--- src/hdl/slef_pkg.sv ---
package slef_pkg;

  // Frame limits
  localparam int unsigned MAX_PAYLOAD = 64;
  localparam int unsigned ADDR_W      = $clog2(MAX_PAYLOAD);
  localparam int unsigned LEN_W       = $clog2(MAX_PAYLOAD + 1);
  localparam int unsigned BYTE_W      = 8;

  // Configuration register map
  localparam int unsigned CFG_IDX_W   = 2;
  localparam logic [CFG_IDX_W-1:0] REG_START_BYTE = CFG_IDX_W'(0);
  localparam logic [CFG_IDX_W-1:0] REG_END_BYTE   = CFG_IDX_W'(1);

  localparam logic [BYTE_W-1:0] START_BYTE_RST = 8'hAA;
  localparam logic [BYTE_W-1:0] END_BYTE_RST   = 8'h55;

  // Output transaction packing
  localparam int unsigned OUT_DATA_W = 32;

  // Emit request from the parser to the emitter
  typedef struct packed {
    logic              start;
    logic [BYTE_W-1:0] cmd;
    logic [LEN_W-1:0]  len;
  } emit_req_t;

endpackage

--- src/hdl/slef_ram.sv ---
module slef_ram #(
  parameter int unsigned WIDTH = 8,
  parameter int unsigned DEPTH = 64
) (
  input  logic                     clk,
  input  logic                     we,
  input  logic [$clog2(DEPTH)-1:0] waddr,
  input  logic [WIDTH-1:0]         wdata,
  input  logic                     re,
  input  logic [$clog2(DEPTH)-1:0] raddr,
  output logic [WIDTH-1:0]         rdata
);

  logic [WIDTH-1:0] mem_r [DEPTH];

  // One write port, one registered read port
  always_ff @(posedge clk) begin
    if (we) begin
      mem_r[waddr] <= wdata;
    end
    if (re) begin
      rdata <= mem_r[raddr];
    end
  end

endmodule

--- src/hdl/slef_parser.sv ---
module slef_parser (
  input  logic                                clk,
  input  logic                                rst_n,
  input  logic                                cfg_we,
  input  logic [slef_pkg::CFG_IDX_W-1:0]      cfg_addr,
  input  logic [slef_pkg::BYTE_W-1:0]         cfg_wdata,
  input  logic                                byte_accept,
  input  logic [slef_pkg::BYTE_W-1:0]         rx_byte,
  output logic                                ram_we,
  output logic [slef_pkg::ADDR_W-1:0]         ram_waddr,
  output logic [slef_pkg::BYTE_W-1:0]         ram_wdata,
  output slef_pkg::emit_req_t                 emit_req
);

  typedef enum logic [2:0] {
    PH_HUNT,
    PH_CMD,
    PH_LEN,
    PH_DATA,
    PH_END
  } phase_t;

  phase_t                          phase_r;
  logic [slef_pkg::BYTE_W-1:0]     start_byte_r;
  logic [slef_pkg::BYTE_W-1:0]     end_byte_r;
  logic [slef_pkg::BYTE_W-1:0]     held_cmd_r;
  logic [slef_pkg::LEN_W-1:0]      held_len_r;
  logic [slef_pkg::LEN_W-1:0]      byte_count_r;
  logic [slef_pkg::LEN_W-1:0]      count_inc;
  logic                            len_too_big;

  assign count_inc   = byte_count_r + slef_pkg::LEN_W'(1);
  assign len_too_big = {1'b0, rx_byte} > 9'(slef_pkg::MAX_PAYLOAD);

  // Payload bytes go straight into the store
  assign ram_we    = byte_accept && (phase_r == PH_DATA);
  assign ram_waddr = byte_count_r[slef_pkg::ADDR_W-1:0];
  assign ram_wdata = rx_byte;

  // Correct end byte hands the frame to the emitter
  assign emit_req.start = byte_accept && (phase_r == PH_END) && (rx_byte == end_byte_r);
  assign emit_req.cmd   = held_cmd_r;
  assign emit_req.len   = held_len_r;

  // Configuration registers
  always_ff @(posedge clk) begin
    if (!rst_n) begin
      start_byte_r <= slef_pkg::START_BYTE_RST;
      end_byte_r   <= slef_pkg::END_BYTE_RST;
    end else if (cfg_we) begin
      unique case (cfg_addr)
        slef_pkg::REG_START_BYTE: start_byte_r <= cfg_wdata;
        slef_pkg::REG_END_BYTE:   end_byte_r   <= cfg_wdata;
        default: ;
      endcase
    end
  end

  // Frame parse state machine
  always_ff @(posedge clk) begin
    if (!rst_n) begin
      phase_r      <= PH_HUNT;
      held_cmd_r   <= '0;
      held_len_r   <= '0;
      byte_count_r <= '0;
    end else if (byte_accept) begin
      unique case (phase_r)
        PH_HUNT: begin
          if (rx_byte == start_byte_r) begin
            phase_r <= PH_CMD;
          end
        end
        PH_CMD: begin
          held_cmd_r <= rx_byte;
          phase_r    <= PH_LEN;
        end
        PH_LEN: begin
          byte_count_r <= '0;
          if (len_too_big) begin
            // oversize frame: drop, byte not rescanned as start
            phase_r    <= PH_HUNT;
            held_cmd_r <= '0;
            held_len_r <= '0;
          end else begin
            held_len_r <= rx_byte[slef_pkg::LEN_W-1:0];
            phase_r    <= (rx_byte == '0) ? PH_END : PH_DATA;
          end
        end
        PH_DATA: begin
          byte_count_r <= count_inc;
          if (count_inc >= held_len_r) begin
            phase_r <= PH_END;
          end
        end
        PH_END: begin
          held_cmd_r   <= '0;
          held_len_r   <= '0;
          byte_count_r <= '0;
          // end match wins; a wrong end byte may itself open a new frame
          if (rx_byte != end_byte_r && rx_byte == start_byte_r) begin
            phase_r <= PH_CMD;
          end else begin
            phase_r <= PH_HUNT;
          end
        end
        default: begin
          phase_r      <= PH_HUNT;
          held_cmd_r   <= '0;
          held_len_r   <= '0;
          byte_count_r <= '0;
        end
      endcase
    end
  end

endmodule

--- src/hdl/slef_emitter.sv ---
module slef_emitter (
  input  logic                                clk,
  input  logic                                rst_n,
  input  slef_pkg::emit_req_t                 emit_req,
  output logic                                idle,
  output logic                                ram_re,
  output logic [slef_pkg::ADDR_W-1:0]         ram_raddr,
  input  logic [slef_pkg::BYTE_W-1:0]         ram_rdata,
  output logic                                out_valid,
  input  logic                                out_ready,
  output logic [slef_pkg::BYTE_W-1:0]         frame_cmd,
  output logic [slef_pkg::LEN_W-1:0]          frame_len,
  output logic [slef_pkg::BYTE_W-1:0]         payload_byte,
  output logic [slef_pkg::ADDR_W-1:0]         payload_index,
  output logic                                payload_present,
  output logic                                frame_last
);

  typedef enum logic [1:0] {
    E_IDLE,
    E_READ,
    E_LOAD,
    E_SEND
  } emit_state_t;

  emit_state_t                     state_r;
  logic [slef_pkg::BYTE_W-1:0]     cmd_r;
  logic [slef_pkg::LEN_W-1:0]      len_r;
  logic [slef_pkg::ADDR_W-1:0]     idx_r;

  assign idle      = (state_r == E_IDLE);
  assign ram_re    = (state_r == E_READ);
  assign ram_raddr = idx_r;

  // Walk the payload store, one result in the output register at a time
  always_ff @(posedge clk) begin
    if (!rst_n) begin
      state_r   <= E_IDLE;
      out_valid <= 1'b0;
    end else begin
      unique case (state_r)
        E_IDLE: begin
          if (emit_req.start) begin
            cmd_r <= emit_req.cmd;
            len_r <= emit_req.len;
            idx_r <= '0;
            if (emit_req.len == '0) begin
              // empty frame: single result, no store access
              frame_cmd       <= emit_req.cmd;
              frame_len       <= '0;
              payload_byte    <= '0;
              payload_index   <= '0;
              payload_present <= 1'b0;
              frame_last      <= 1'b1;
              out_valid       <= 1'b1;
              state_r         <= E_SEND;
            end else begin
              state_r <= E_READ;
            end
          end
        end
        E_READ: begin
          state_r <= E_LOAD;
        end
        E_LOAD: begin
          frame_cmd       <= cmd_r;
          frame_len       <= len_r;
          payload_byte    <= ram_rdata;
          payload_index   <= idx_r;
          payload_present <= 1'b1;
          frame_last      <= (slef_pkg::LEN_W'(idx_r) + slef_pkg::LEN_W'(1)) == len_r;
          out_valid       <= 1'b1;
          state_r         <= E_SEND;
        end
        E_SEND: begin
          if (out_ready) begin
            out_valid <= 1'b0;
            if (frame_last) begin
              state_r <= E_IDLE;
            end else begin
              idx_r   <= idx_r + slef_pkg::ADDR_W'(1);
              state_r <= E_READ;
            end
          end
        end
        default: begin
          state_r   <= E_IDLE;
          out_valid <= 1'b0;
        end
      endcase
    end
  end

endmodule

--- src/hdl/sof_len_eof_frame_parser_core.sv ---
// SOF / command / length / payload / EOF deframer. Received bytes enter on the
// in_ stream, one per transaction, and are parsed at one byte per cycle while
// in_tready is high; payload bytes are written into a 64-entry payload RAM. A
// frame with a correct end byte is then streamed out of that RAM as one result
// per payload byte (or one empty result for a zero-length frame), and in_tready
// stays low until the last result is taken. Each payload result passes through
// a RAM read, an output register load and the handoff; the empty result needs
// only the handoff. Oversize lengths and wrong end bytes drop the frame without
// any output.
module sof_len_eof_frame_parser_core (
  input  logic                                  clk,
  input  logic                                  rst_n,
  // configuration
  input  logic                                  cfg_we,
  input  logic [slef_pkg::CFG_IDX_W-1:0]        cfg_addr,
  input  logic [slef_pkg::BYTE_W-1:0]           cfg_wdata,
  // received bytes
  input  logic                                  in_tvalid,
  output logic                                  in_tready,
  input  logic [7:0]                            in_tdata,   // [7:0] rx_byte
  // frame results
  output logic                                  out_tvalid,
  input  logic                                  out_tready,
  // [7:0] frame_cmd, [14:8] frame_len, [22:15] payload_byte,
  // [28:23] payload_index, [31:29] zero
  output logic [slef_pkg::OUT_DATA_W-1:0]       out_tdata,
  output logic                                  out_tuser,  // [0] payload_present
  output logic                                  out_tlast   // frame_last
);

  slef_pkg::emit_req_t                 emit_req;
  logic                                emit_idle;
  logic                                byte_accept;
  logic                                ram_we;
  logic [slef_pkg::ADDR_W-1:0]         ram_waddr;
  logic [slef_pkg::BYTE_W-1:0]         ram_wdata;
  logic                                ram_re;
  logic [slef_pkg::ADDR_W-1:0]         ram_raddr;
  logic [slef_pkg::BYTE_W-1:0]         ram_rdata;
  logic [slef_pkg::BYTE_W-1:0]         frame_cmd;
  logic [slef_pkg::LEN_W-1:0]          frame_len;
  logic [slef_pkg::BYTE_W-1:0]         payload_byte;
  logic [slef_pkg::ADDR_W-1:0]         payload_index;

  // Input is held off while a frame is being emitted
  assign in_tready   = emit_idle;
  assign byte_accept = in_tvalid && in_tready;

  slef_parser u_parser (
    .clk         (clk),
    .rst_n       (rst_n),
    .cfg_we      (cfg_we),
    .cfg_addr    (cfg_addr),
    .cfg_wdata   (cfg_wdata),
    .byte_accept (byte_accept),
    .rx_byte     (in_tdata),
    .ram_we      (ram_we),
    .ram_waddr   (ram_waddr),
    .ram_wdata   (ram_wdata),
    .emit_req    (emit_req)
  );

  slef_ram #(
    .WIDTH (slef_pkg::BYTE_W),
    .DEPTH (slef_pkg::MAX_PAYLOAD)
  ) u_payload_ram (
    .clk   (clk),
    .we    (ram_we),
    .waddr (ram_waddr),
    .wdata (ram_wdata),
    .re    (ram_re),
    .raddr (ram_raddr),
    .rdata (ram_rdata)
  );

  slef_emitter u_emitter (
    .clk             (clk),
    .rst_n           (rst_n),
    .emit_req        (emit_req),
    .idle            (emit_idle),
    .ram_re          (ram_re),
    .ram_raddr       (ram_raddr),
    .ram_rdata       (ram_rdata),
    .out_valid       (out_tvalid),
    .out_ready       (out_tready),
    .frame_cmd       (frame_cmd),
    .frame_len       (frame_len),
    .payload_byte    (payload_byte),
    .payload_index   (payload_index),
    .payload_present (out_tuser),
    .frame_last      (out_tlast)
  );

  // Output transaction packing
  assign out_tdata = {3'b000, payload_index, payload_byte, frame_len, frame_cmd};

  // No byte is taken while a result is pending
  a_no_input_while_emitting: assert property (
    @(posedge clk) disable iff (!rst_n) out_tvalid |-> !in_tready
  ) else $error("input accepted while a frame result is pending");

  // The empty-frame result is always the only and last one
  a_empty_is_last: assert property (
    @(posedge clk) disable iff (!rst_n) (out_tvalid && !out_tuser) |-> out_tlast
  ) else $error("empty-frame result without frame_last");

  // Payload index stays inside the frame length
  a_index_in_range: assert property (
    @(posedge clk) disable iff (!rst_n)
      (out_tvalid && out_tuser) |-> (slef_pkg::LEN_W'(payload_index) < frame_len)
  ) else $error("payload index beyond frame length");

  // After the last result is taken, the block is ready for input again
  a_ready_after_last: assert property (
    @(posedge clk) disable iff (!rst_n)
      (out_tvalid && out_tready && out_tlast) |=> in_tready
  ) else $error("input not released after final result");

endmodule

--- config.mk ---
export PLATFORM = sky130hd
export DESIGN_NAME = sof_len_eof_frame_parser_core
export DESIGN_NICKNAME = d
export VERILOG_FILES = /design/src/hdl/slef_pkg.sv /design/src/hdl/slef_ram.sv /design/src/hdl/slef_parser.sv /design/src/hdl/slef_emitter.sv /design/src/hdl/sof_len_eof_frame_parser_core.sv
export SDC_FILE = /design/constraint.sdc
export NUM_CORES = 1
export LEC_CHECK = 0
export BUFFER_PORTS_ARGS = -buffer_cell sky130_fd_sc_hd__buf_4
export CAP_MARGIN = 0
export CELL_PAD_IN_SITES_DETAIL_PLACEMENT = 1
export CELL_PAD_IN_SITES_GLOBAL_PLACEMENT = 1
export CORE_MARGIN = 1.5
export CORE_UTILIZATION = 54
export CTS_CLUSTER_DIAMETER = 60
export DETAILED_ROUTE_END_ITERATION = 16
export GPL_ROUTABILITY_DRIVEN = 0
export PLACE_DENSITY_LB_ADDON = 0.08
export SYNTH_ARGS = -nofsm -noshare
export SYNTH_HDL_FRONTEND = slang
export SYNTH_SLANG_ARGS = --single-unit
--- constraint.sdc ---
create_clock -name clk -period 4.08 [get_ports clk]
set_input_delay 0.204 -clock clk [delete_from_list [all_inputs] [get_ports clk]]
set_output_delay 0.204 -clock clk [all_outputs]
set_load 0.02 [all_outputs]
==> results of run 1 <==
==> worst max-delay path by stage <==
stage | start | endpoint
finish | u_emitter.state_r[1] | u_payload_ram.mem_r[44][6]
floorplan | u_emitter.state_r[1] | u_emitter.frame_cmd[0]
global placement | u_emitter.state_r[1] | u_payload_ram.mem_r[44][1]
detailed placement | u_emitter.state_r[1] | u_payload_ram.mem_r[0][4]
global route | u_emitter.state_r[1] | u_payload_ram.mem_r[44][4]
CTS | u_emitter.state_r[1] | u_payload_ram.mem_r[40][6]
==> Yosys cell counts, types with 2 or more instances <==
cell / n / area share, %
a211o_1: 2 / 0.072
a211oi_1: 6 / 0.18
a211oi_2: 4 / 0.20
a21o_1: 3 / 0.092
a21oi_1: 22 / 0.45
a221oi_1: 8 / 0.29
a22oi_1: 59 / 1.8
a32oi_1: 8 / 0.29
and2_1: 28 / 0.72
and3_1: 11 / 0.28
buf_1: 12 / 0.18
buf_2: 16 / 0.33
buf_4: 7 / 0.21
buf_6: 6 / 0.28
buf_8: 4 / 0.25
clkbuf_1: 31 / 0.48
dfxtp_1: 44 / 3.6
edfxtp_1: 572 / 70
ha_1: 13 / 0.66
inv_1: 9 / 0.14
inv_2: 2 / 0.031
mux2_2: 16 / 0.74
mux2i_1: 33 / 1.3
mux4_2: 120 / 11
nand2_1: 45 / 0.69
nand2b_1: 8 / 0.20
nand3_1: 12 / 0.25
nand3b_1: 5 / 0.15
nand4_1: 6 / 0.15
nor2_1: 108 / 1.7
nor2b_1: 10 / 0.26
nor3_1: 6 / 0.12
nor4_1: 3 / 0.077
o21a_1: 2 / 0.061
o21ai_0: 6 / 0.12
o21ai_1: 3 / 0.061
o311ai_0: 8 / 0.29
or3b_2: 2 / 0.072
or4_1: 2 / 0.061
xnor2_1: 16 / 0.57
xor2_1: 15 / 0.54
==> area by class of cell <==
class                      count  area [µm²]  area share, %
sequential                   616       18100           64.8
multi-input combinational    612        5960           21.4
clock buffer                  90        1870           6.70
timing repair buffer         115         946           3.39
tap                          592         741           2.66
clock inverter                26         253          0.907
inverter                      12        45.0          0.162
==> sequential cells by signal, summed over array words and instances (netlist names), 7 cells and up <==
name	count
u_emitter.payload_byte	8
u_emitter.frame_len	7
u_emitter.len_r	7
u_parser.held_cmd_r	8
u_payload_ram.mem_r	512
u_parser.byte_count_r	7
u_parser.end_byte_r	8
u_emitter.frame_cmd	8
u_payload_ram.rdata	8
u_emitter.cmd_r	8
u_parser.held_len_r	7
u_parser.start_byte_r	8
==> metal layers <==
metal  up-vias  share of wire [%]  global-route usage (%)
met5         -                  0                       0
li1       5490                  -                       -
met1      6814                 43                    40.4
met4         0                2.6                    7.96
met3       103                6.7                    6.10
met2       512                 47                    42.8
==> worst register-to-register path, cell delays in order (launching register included) <==
cell	delay, ns
dfxtp_1	0.35
inv_1	0.12
ha_1	0.19
nand2_1	0.19
or4_1	0.55
nor2_2	0.24
nand2_1	0.50
nor2_1	0.77
==> timing repair <==
item	in CTS	in global routing
endpoints found under the hold margin	29	0
setup endpoints to repair	0	0
hold buffers	18	0
setup buffers	0	0
==> kinds of logic after synthesis <==
logic type	count (synthesis)	share of synthesized area [%]
fa+ha+maj	13	0.664
buf+inv	89	1.99
xor+xnor	31	1.11
flops	616	73.8
simple gates	254	5.01
mux	169	13.1
other cells	1	0.0153
compound gates	142	4.33
==> power groups by stage <==
stage	Sequential, mW	Combinational (mW)	Clock, mW
floorplan	7.23	1.47	0
global placement	7.25	2.15	0
detailed placement	7.25	2.18	0
CTS	7.12	2.21	5.99
global route	7.13	2.34	6.21
finish	7.12	2.21	5.92
==> metrics by stage <==
stage	hold slack (ns)	setup slack [ns]	cell area, µm²	instances	utilization [%]
after floorplan	0.303	0.797	24500	1317	-
after global placement	0.427	0.949	25600	1929	57.5
after detailed placement	0.436	0.861	25600	1929	57.5
after CTS	0.00805	0.839	27900	2063	62.6
after global routing	0.0131	0.635	27900	2063	62.6
final	0.0279	0.811	27900	2063	62.6
==> impl_results.md, run 1 <==
* Crit path launch type: flip-flop
* Clock sink count at 616
* Worst-path cell chain: inv_1 -> ha_1 -> nand2_1 -> or4_1 -> nor2_2 -> nand2_1 -> nor2_1
* Reg2Reg Capture Point: u_payload_ram.mem_r[44][6]
* Area grow syn2layout at 13.9%
* Antenna Nets Post-Route at 0
* Mapped cell area at 24500 µm²
* Starting Density at 55.0%
* Initial antenna violation count at 0
* Maximum vdd drop at 440 µV
* Post-Route WL at 62.8 mm
* Slew @ Worst Pin at 1.02 ns
* First drt pass iteration count at 5
* Kind of cell adding the most delay to the critical path: simple AND/OR/NAND/NOR gates
* H-tree lvl count at 3
* CTS root buf: clkbuf_16
* Setup TNS at 0 ns
* Worst Hold Endpoint: u_payload_ram.mem_r[63][3]
* Std-Cell Rows at 77
* Setup Viol. Count Final at 0
* Pleak at 9.04 nW
* Max Root-Sink Buffers at 3
* Nets@finish at 1460
* Critical hold path startpoint: in_tdata[3]
* Die height at 216 µm
* Sequential share of the synthesized area at 73.8%
* Critical path data required time at 4.29 ns
* Commonest non-fill, non-tap cell in the layout: edfxtp_1
* Via count at 12900
* Sw frac at 24.9%
* Net load switching power at 3.80 mW
* Critical path class: flip-flop to flip-flop
* Clk_lat worst skew at 0.60 ns
* Crit path depth at 7
* Inserted Clock Buffers at 67
* Dominant synthesized flop cell: edfxtp_1
* Die X at 216 µm
* Seq cells post-synth at 616
* Slew Limit Fails at 0
* Maxcap violations at 0
* Fin. Hold Viols at 0
* Most frequent cells in the layout: edfxtp_1 (572), mux4_2 (120), nor2_1 (107), buf_4 (94), clkbuf_16 (71)
* Clock transition at path regs at 0.06 ns
* Syn avg cell area at 18.6 µm²
* Post-synth EDFFs at 572
* Outcome: finished, final reports clean
* Port Buffers at 55
* Bufs and invs on worst path at 1
* Worst Path Max Fanout at 8
* Final worst path period need at 3.27 ns
* Total gr overflow at 0
* Crit path arrival time at 3.48 ns
* Combinational share of power at 14.5%
* Total track usage at 27.8%
* N_diodes at 0
* Drt wl/cell at 30.4 µm
* Vias per cell at 6.26
* Slowest stage delay, CP at 0.77 ns
* Period utilisation layout at 80.1%
* Ys async rst share at 0%
* Drt drc at 0
* Post-CTS sizing at 0
* HP Class: input pin to flip-flop
* R2r worst-path depth at 7
* Syn Inst Count at 1315
* Worst R2R Start: u_emitter.state_r[1]
* CP endpoint kind: flip-flop
* Yosys warnings at 0
* Reg2Reg Setup Slack at 0.81 ns
* Clock Power Share at 38.8%
* Relative slew margins at 31.7%
* Die area at 46600 µm²
* Fillers at 3799
* Max Fclk at 0.306 GHz
* Worst path most repeated cell: nand2_1
* CP max stage cell: nor2_1
* IO Pins at 59
* RSZ-0062 raised after global routing: no
* DR iter-0 viols at 1424
* Largest net degree at the start of global routing at 92
* Wire length of the first global-routing pass at 92.7 mm
* Hold depth at 1
* Final setup skew at 0.0337 ns
* Unique masters post-synth at 63
* Core ar. at 44500 µm²
* Layout cell share with drive strength beyond 1 at 23.1%
* Clock tree from TritonCTS: yes
* Vias in the first global route at 13400
* Seq pwr share at 46.7%
* Pint at 11.4 mW
* Power Total at 15.2 mW
* PwrDens at 547 nW/µm²
* DPL Wire Length at 38.5 mm
Power figures use the tool's default switching activity.
==> run 2, diff against run 1 <==
ABC_AREA = 1   (was unset)
CORE_UTILIZATION = 51   (was 54)
clock period = 3.4 ns   (was 4.08 ns; I/O delays follow)
==> run 2 against run 1 <==
  * Area after synthesis rose by 6.2%
  * Non-clock buffer count rose by 30
  * First-iteration DRC count rose by 2.2%
  * Register-to-register slack got worse by 0.47 ns
  * Design area rose by 6.6%
  * Sequential power rose by 16%
  * Die area rose by 12%
  * Cell count rose by 49%
  * Synthesized cell count rose by 72%
  * Power rose by 3.3%
==> impl_results.md, run 2 <==
* Outcome: finished, final reports clean
* Biggest register: u_payload_ram.mem_r
* Met2 Track Usage GR at 47.8% (+5.0 points)
* Nets@finish at 2383 (+63%)
* Mapped cell area at 26000 µm² (+6.2%)
* Simple-gate share of the synthesized area at 11.7% (+6.7 points)
* Slew @ Worst Pin at 1.02 ns (+0.000569 ns)
* Total gr overflow at 0 (unchanged)
* Setup Viol. Count Final at 0 (unchanged)
* Final worst path period need at 3.06 ns (-0.205 ns)
* Starting Density at 51.7% (-3.3 points)
* Largest family of logic cells by synthesized area: simple AND/OR/NAND/NOR gates
* Count leader, synth: edfxtp_1
* Setup TNS at 0 ns (unchanged)
* Ranking of synthesized cells by area: edfxtp_1 (66%), nand3_1 (5.1%), inv_1 (4.7%)
* H-tree lvl count at 3 (unchanged)
* Max reg flops at 512 (unchanged)
* Critical path data required time at 3.63 ns (-0.66 ns)
* Most frequent cells in the layout: edfxtp_1 (572), inv_1 (327), nand2_1 (275), nand3_1 (266), a21oi_1 (159)
* Pleak at 10.9 nW (+21%)
* Crit path launch type: flip-flop
* Final setup skew at 0.0187 ns (-0.0150 ns)
* Unique masters post-synth at 36 (-43%)
* Seq cells post-synth at 616 (unchanged)
* Antenna Nets Post-Route at 0 (unchanged)
* Initial antenna violation count at 0 (unchanged)
* Critical path class: flip-flop to flip-flop
* First drt pass iteration count at 5 (unchanged)
* R2r worst-path depth at 8 (+1)
* Inserted Clock Buffers at 66 (-1.5%)
* Slew Limit Fails at 0 (unchanged)
* Setup Buffers After CTS at 0 (unchanged)
* Yosys warnings at 0 (unchanged)
* Via count at 17400 (+34%)
* Max Root-Sink Buffers at 3 (unchanged)
* GR peak layer: met2
* Hold depth at 1 (unchanged)
* Post-CTS sizing at 0 (unchanged)
* Footprint of the multi-input gates at 6110 µm² (+2.4%)
* Reg area at 18100 µm² (unchanged)
* Die area at 52400 µm² (+12%)
* Synth Area in XOR/XNOR at 0.938% (-0.17 points)
* Die X at 229 µm (+6.0%)
* Die height at 229 µm (+6.0%)
* RSZ-0062 raised after global routing: no
* Drt drc at 0 (unchanged)
* Clk_lat worst skew at 0.60 ns (about the same)
* Layout cell share with drive strength beyond 1 at 10.1% (-13 points)
* Dominant synthesized flop cell: edfxtp_1
* Total track usage at 27.6% (-0.15 points)
* Commonest non-fill, non-tap cell in the layout: edfxtp_1
* Mux share of post-synthesis cell area at 0.346% (-13 points)
* N_diodes at 0 (unchanged)
* DR iter-0 viols at 1455 (+2.2%)
* Clock tree from TritonCTS: yes
* Adder-cell share of the synthesized area at 0.625% (-0.039 points)
* Synth top cells by count: edfxtp_1 (572), inv_1 (328), nand2_1 (275), nand3_1 (266), a21oi_1 (159)
* DPL Wire Length at 43.5 mm (+13%)
* Vias per cell at 5.66 (-9.6%)
* Sequential share of the synthesized area at 69.4% (-4.3 points)
* HP Class: input pin to flip-flop
* Ys async rst share at 0% (unchanged)
* Port Buffers at 55 (unchanged)
* Maxcap violations at 0 (unchanged)
* CTS root buf: clkbuf_16
* Crit path arrival time at 3.29 ns (-0.19 ns)
* Cts-stage hold buffer count at 25 (+7)
* Max Fclk at 0.326 GHz (+6.7%)
* Fin. Hold Viols at 0 (unchanged)
* Clock transition at path regs at 0.07 ns (about the same)
* Min Hold Slack at 0.0376 ns (+0.00975 ns)
* Syn avg cell area at 11.5 µm² (-38%)
* Fillers at 5188 (+37%)
* Syn Inst Count at 2260 (+72%)
* Met3 usage at 3.75% (-2.3 points)
* Core ar. at 50300 µm² (+13%)
* Wire length of the first global-routing pass at 108 mm (+17%)
* CP endpoint kind: flip-flop
* PwrDens at 530 nW/µm² (-3.0%)
* Std-Cell Rows at 82 (+6.5%)
* Period utilisation layout at 90.1% (+10 points)
* Area grow syn2layout at 14.2%
* Relative slew margins at 32.0% (+0.27 points)
* Vias in the first global route at 18600 (+39%)
* Worst Path Max Fanout at 8 (unchanged)
* Drt wl/cell at 23.1 µm (-24%)
* Post-synthesis compound-gate area fraction at 9.78% (+5.5 points)
* Clock sink count at 616 (unchanged)
* Maximum vdd drop at 401 µV (-8.9%)
* Largest net degree at the start of global routing at 203 (+120%)
* Met1 Use GR at 34.9% (-5.5 points)
* Yosys top cell by area: edfxtp_1
* Synth top area share at 66.0% (-4.1 points)
* Power Total at 15.7 mW (+3.3%)
* Post-synth EDFFs at 572 (unchanged)
* IO Pins at 59 (unchanged)
* Post-Route WL at 70.9 mm (+13%)
## run 2: cell types whose count changed after synthesis, sizes merged, moves of 33 or more
| cell | change |
|---|---|
| o21ai | +139 |
| mux4 | -120 |
| a22oi | -59 |
| nand3 | +260 |
| a21oi | +137 |
| o211ai | +132 |
| nand2 | +230 |
| buf | +40 |
| mux2i | -33 |
| inv | +320 |
## run 2: kinds of logic (layout without fill, tap and decap cells)
kind of cell / after synthesis / count (layout)
flops: 616 / 616
buf+inv: 463 / 596
simple gates: 691 / 691
other cells: 1 / 3
compound gates: 441 / 441
xor+xnor: 27 / 27
mux: 8 / 8
fa+ha+maj: 13 / 13
## run 2: path summary, 6_finish.rpt
kind	from	endpoint	slack, ns
worst max-delay path	u_emitter.state_r[1]	u_payload_ram.mem_r[23][7]	0.34
worst min-delay path	in_tdata[6]	u_payload_ram.mem_r[26][6]	0.04
worst max register to register	u_emitter.state_r[1]	u_payload_ram.mem_r[23][7]	0.34
worst min register to register	u_parser.held_cmd_r[0]	u_emitter.cmd_r[0]	0.47
## run 2: metal layers
metal / wire, µm / up-vias
met5: 0 / -
met1: 29000 / 8718
met2: 35500 / 470
li1: - / 8026
met4: 2570 / 0
met3: 3890 / 153
## run 2: through the flow
stage | instance area (µm²) | utilization [%] | setup slack [ns] | std cells
floorplan | 26000 | - | 0.875 | 2262
global placement | 27300 | 54.3 | 0.540 | 2926
detailed placement | 27300 | 54.3 | 0.374 | 2926
CTS | 29700 | 59.1 | 0.348 | 3067
global route | 29700 | 59.1 | 0.0788 | 3067
finish | 29700 | 59.1 | 0.336 | 3067
## run 2: layout make-up
| type | count | share of cell area (%) |
|---|---|---|
| clock buffer | 86 | 6.13 |
| clock inverter | 30 | 1.15 |
| inverter | 335 | 4.23 |
| multi-input combinational | 1183 | 20.6 |
| sequential | 616 | 60.8 |
| tap | 672 | 2.83 |
| timing repair buffer | 145 | 4.30 |
## run 2: worst max-delay path, stage by stage, from the launching register on
cell     delay [ns]
dfxtp_1        0.34
inv_1          0.11
ha_1           0.32
nand2_1        0.23
nor2_4         0.25
inv_2          0.10
nor2_4         0.14
nand2_1        0.50
nor2_1         0.71
## run 2: power by group
part / leakage, nW / switching (mW) / internal [mW]
combinational: 4.33 / 0.212 / 0.0670
clock: 1.04 / 2.88 / 4.31
sequential: 5.57 / 0.00719 / 8.27
total: 10.9 / 3.10 / 12.6
